[src/rtl/emts_ram.sv]
module emts_ram #(
   parameter int DEPTH = 2,
   parameter int WIDTH = 24,
   localparam int AW = (DEPTH > 1) ? $clog2(DEPTH) : 1
) (
   input  logic             clock,
   input  logic             wr_en,
   input  logic [AW-1:0]    wr_addr,
   input  logic [WIDTH-1:0] wr_data,
   input  logic [AW-1:0]    rd_addr,
   output logic [WIDTH-1:0] rd_data
);

   logic [WIDTH-1:0] mem [DEPTH];
   logic [WIDTH-1:0] rd_data_ff;

   always_ff @(posedge clock) begin
      if (wr_en) begin
         mem[wr_addr] <= wr_data;
      end
      rd_data_ff <= mem[rd_addr];
   end

   assign rd_data = rd_data_ff;

endmodule

[config.mk]
export PLATFORM = sky130hd
export DESIGN_NAME = emts_ram
export DESIGN_NICKNAME = d
export VERILOG_FILES = /design/src/rtl/emts_ram.sv
export SDC_FILE = /design/constraint.sdc
export NUM_CORES = 1
export LEC_CHECK = 0
export BUFFER_PORTS_ARGS = -buffer_cell sky130_fd_sc_hd__buf_2
export CAP_MARGIN = 20
export CORE_AREA = 2 2 78 80
export DETAILED_ROUTE_END_ITERATION = 16
export DIE_AREA = 0 0 80 82
export GPL_ROUTABILITY_DRIVEN = 0
export PLACE_DENSITY = 0.75
export SKIP_LAST_GASP = 1
export SYNTH_ARGS = -nofsm -noshare
export SYNTH_HDL_FRONTEND = slang
export SYNTH_SLANG_ARGS = --single-unit
[constraint.sdc]
create_clock -name clock -period 2.9 [get_ports clock]
set_input_delay 0.145 -clock clock [delete_from_list [all_inputs] [get_ports clock]]
set_output_delay 0.145 -clock clock [all_outputs]
set_load 0.02 [all_outputs]
==> impl_metrics.ini <==
[route]
drt_iter0_drc = 129
routedWlPerCell_um = 13.38
wirelength_um = 3493
vias = 1093
viasPerCell = 4.188
drtPass1Iterations = 4
drtAntennaViolNets = 0
drc = 0

[worst_setup_path]
critPathLaunch = wr_addr
r2r-end = rd_data[13]
r2r_start = mem[0][13]
crit_fanout = 13
critPathKind = input pin to flop
worst_setup_path_end_kind = flop
rrSetupSlack_ns = 2.14
worstPathRequired_ns = 2.93
startpoint_type = input pin
r2r_cells = 1
critPathArrivalTime_ns = 0.99

[clocking]
cts-hold-fix-buffers = 19
root_buffer = clkbuf_8
post_cts_buffers = 0
numCtsBuffers = 9
path_clk_slew_ns = 0.06
cts-htree-levels = 3
clk_latency_ns = 0.33
clock_path_buffers = 2
cts_tree = built
clock_sinks = 72
cts-resized-gates = 0

[min_path]
worstHoldEndpoint = mem[0][4]
hold_depth = 1
hold_class = input pin to flop
hold_path_startpoint = wr_data[4]

[timing]
max_freq_mhz = 1051
tightestPinTransition_ns = 0.7488
hold_violations = 0
skew_ns = 0.005156
setup-tns-final_ns = 0
max_slew_margin = 0.5008
final-setup-viol-count = 0
worst_slack_ns = 1.949
fin_crit_sh = 0.3280
slew_viol_final = 0
final.min_clock_period_ns = 0.9511
rsz0062_at_grt = false

[layout]
fillers = 475
multi_input_area_um2 = 360.3
seq_area_um2 = 1922
fin_area_um2 = 3055
diodes = 0
nets = 209
area_growth_pct = 31.08
drive_above_1_share = 0.4892

[floorplanning]
start_util = 0.4057
die_area_um2 = 6560
row_count = 28
fp.coreArea_um2 = 5746
io_pins = 52
die-height_um = 82
die_x_um = 80

[global_routing]
grtUsageTotal = 0.1141
grt_pass1_wl_um = 5140
grt_antenna_before_repair = 0
grt_max_degree = 25
grt_pass1_vias = 1057
globalRoute.totalOverflow = 0

[synth]
yosys_register_bits = 72
synthTopCellsByArea = edfxtp_1 62%, dfxtp_1 21%, mux2_4 13%
syn_area_um2 = 2331
synth.top_cell.area_share = 0.6184
ys_seq_area_frac = 0.8245
yosysWarnings = 0
ys_types = 8
synth_fp_nets = 129
synth_top_area_cell = edfxtp_1
synth_cells = 101
avgSynthCellArea_um2 = 23.08

[run]
max_cap_viol_count = 0

[pwr]
power_density_nw_per_um2 = 721.3
peakVddDrop_mv = 0.3372
p_leak_uw = 0.001233
p_total_uw = 2204

[place]
place_area_um2 = 2639
port_buffers = 51
pre_cts_slack_ns = 1.350

[outcome]
status = finished, final reports clean
[report_power, final]
group	internal (uW)	leakage, uW	total, uW	switching [uW]
combinational	95.3	0.000478	189	93.6
sequential	1180	0.000653	1190	17.7
clock	480	0.000102	822	341
total	1750	0.00123	2200	453
[worst max-delay path by stage]
stage and end:
2_1_floorplan mem[0][0], 5_1_grt mem[1][4], 3_5_place_dp mem[1][1], 3_3_place_gp mem[1][2], 4_1_cts mem[1][4], 6_report mem[1][4]
[critical path, cell delays in order]
cell and delay (ns):
buf_2 0.10, and2_1 0.49, buf_8 0.24
[state kept, by name (all words and copies together) (netlist names)]
register,cells
mem,48
rd_data,24
[per-stage QoR]
stage	hold slack (ns)	util	std cells
after global placement	0.3336	0.4593	225
after floorplan	0.2439	-	101
after detailed placement	0.3362	0.4593	225
after global routing	0.008341	0.5318	261
final	0.01720	0.5318	261
after CTS	0.003721	0.5292	260
[kinds of logic after synthesis]
group         share of synthesized area
buf+inv                         0.02201
simple gates                   0.005371
flops                            0.8245
mux                              0.1481
[Yosys cell counts]
cell type	count
edfxtp_1	48
buf_6	1
nor2b_1	1
buf_12	2
mux2_4	20
and2_1	1
dfxtp_1	24
mux2_2	4
[final cells by class]
class | instances | share of cell area
clock buffers | 10 | 0.04177
clock inverters | 6 | 0.02744
multi-input cells | 26 | 0.1179
flip-flops and latches | 72 | 0.6290
well taps | 75 | 0.03071
repair buffers | 72 | 0.1532
[cell usage in the layout (no fill, tap or decap), types with 2 or more instances in the layout]
cell type,netlist,final
dfxtp_1,24,24
mux2_4,20,20
mux2_2,4,4
edfxtp_1,48,48
bufinv_16,0,2
clkbuf_8,0,9
clkinv_1,0,2
buf_2,0,51
dlygate4sd3_1,0,19
[layer usage]
| metal | GRT usage | vias to the layer above | share of wire |
|---|---|---|---|
| met1 | 0.1190 | 515 | 0.40 |
| li1 | - | 538 | - |
| met3 | 0.03077 | 7 | 0.047 |
| met4 | 0.09661 | 0 | 0.027 |
| met2 | 0.1917 | 33 | 0.52 |
| met5 | 0 | - | 0 |
No activity file was read; power rests on OpenSTA's default activity.
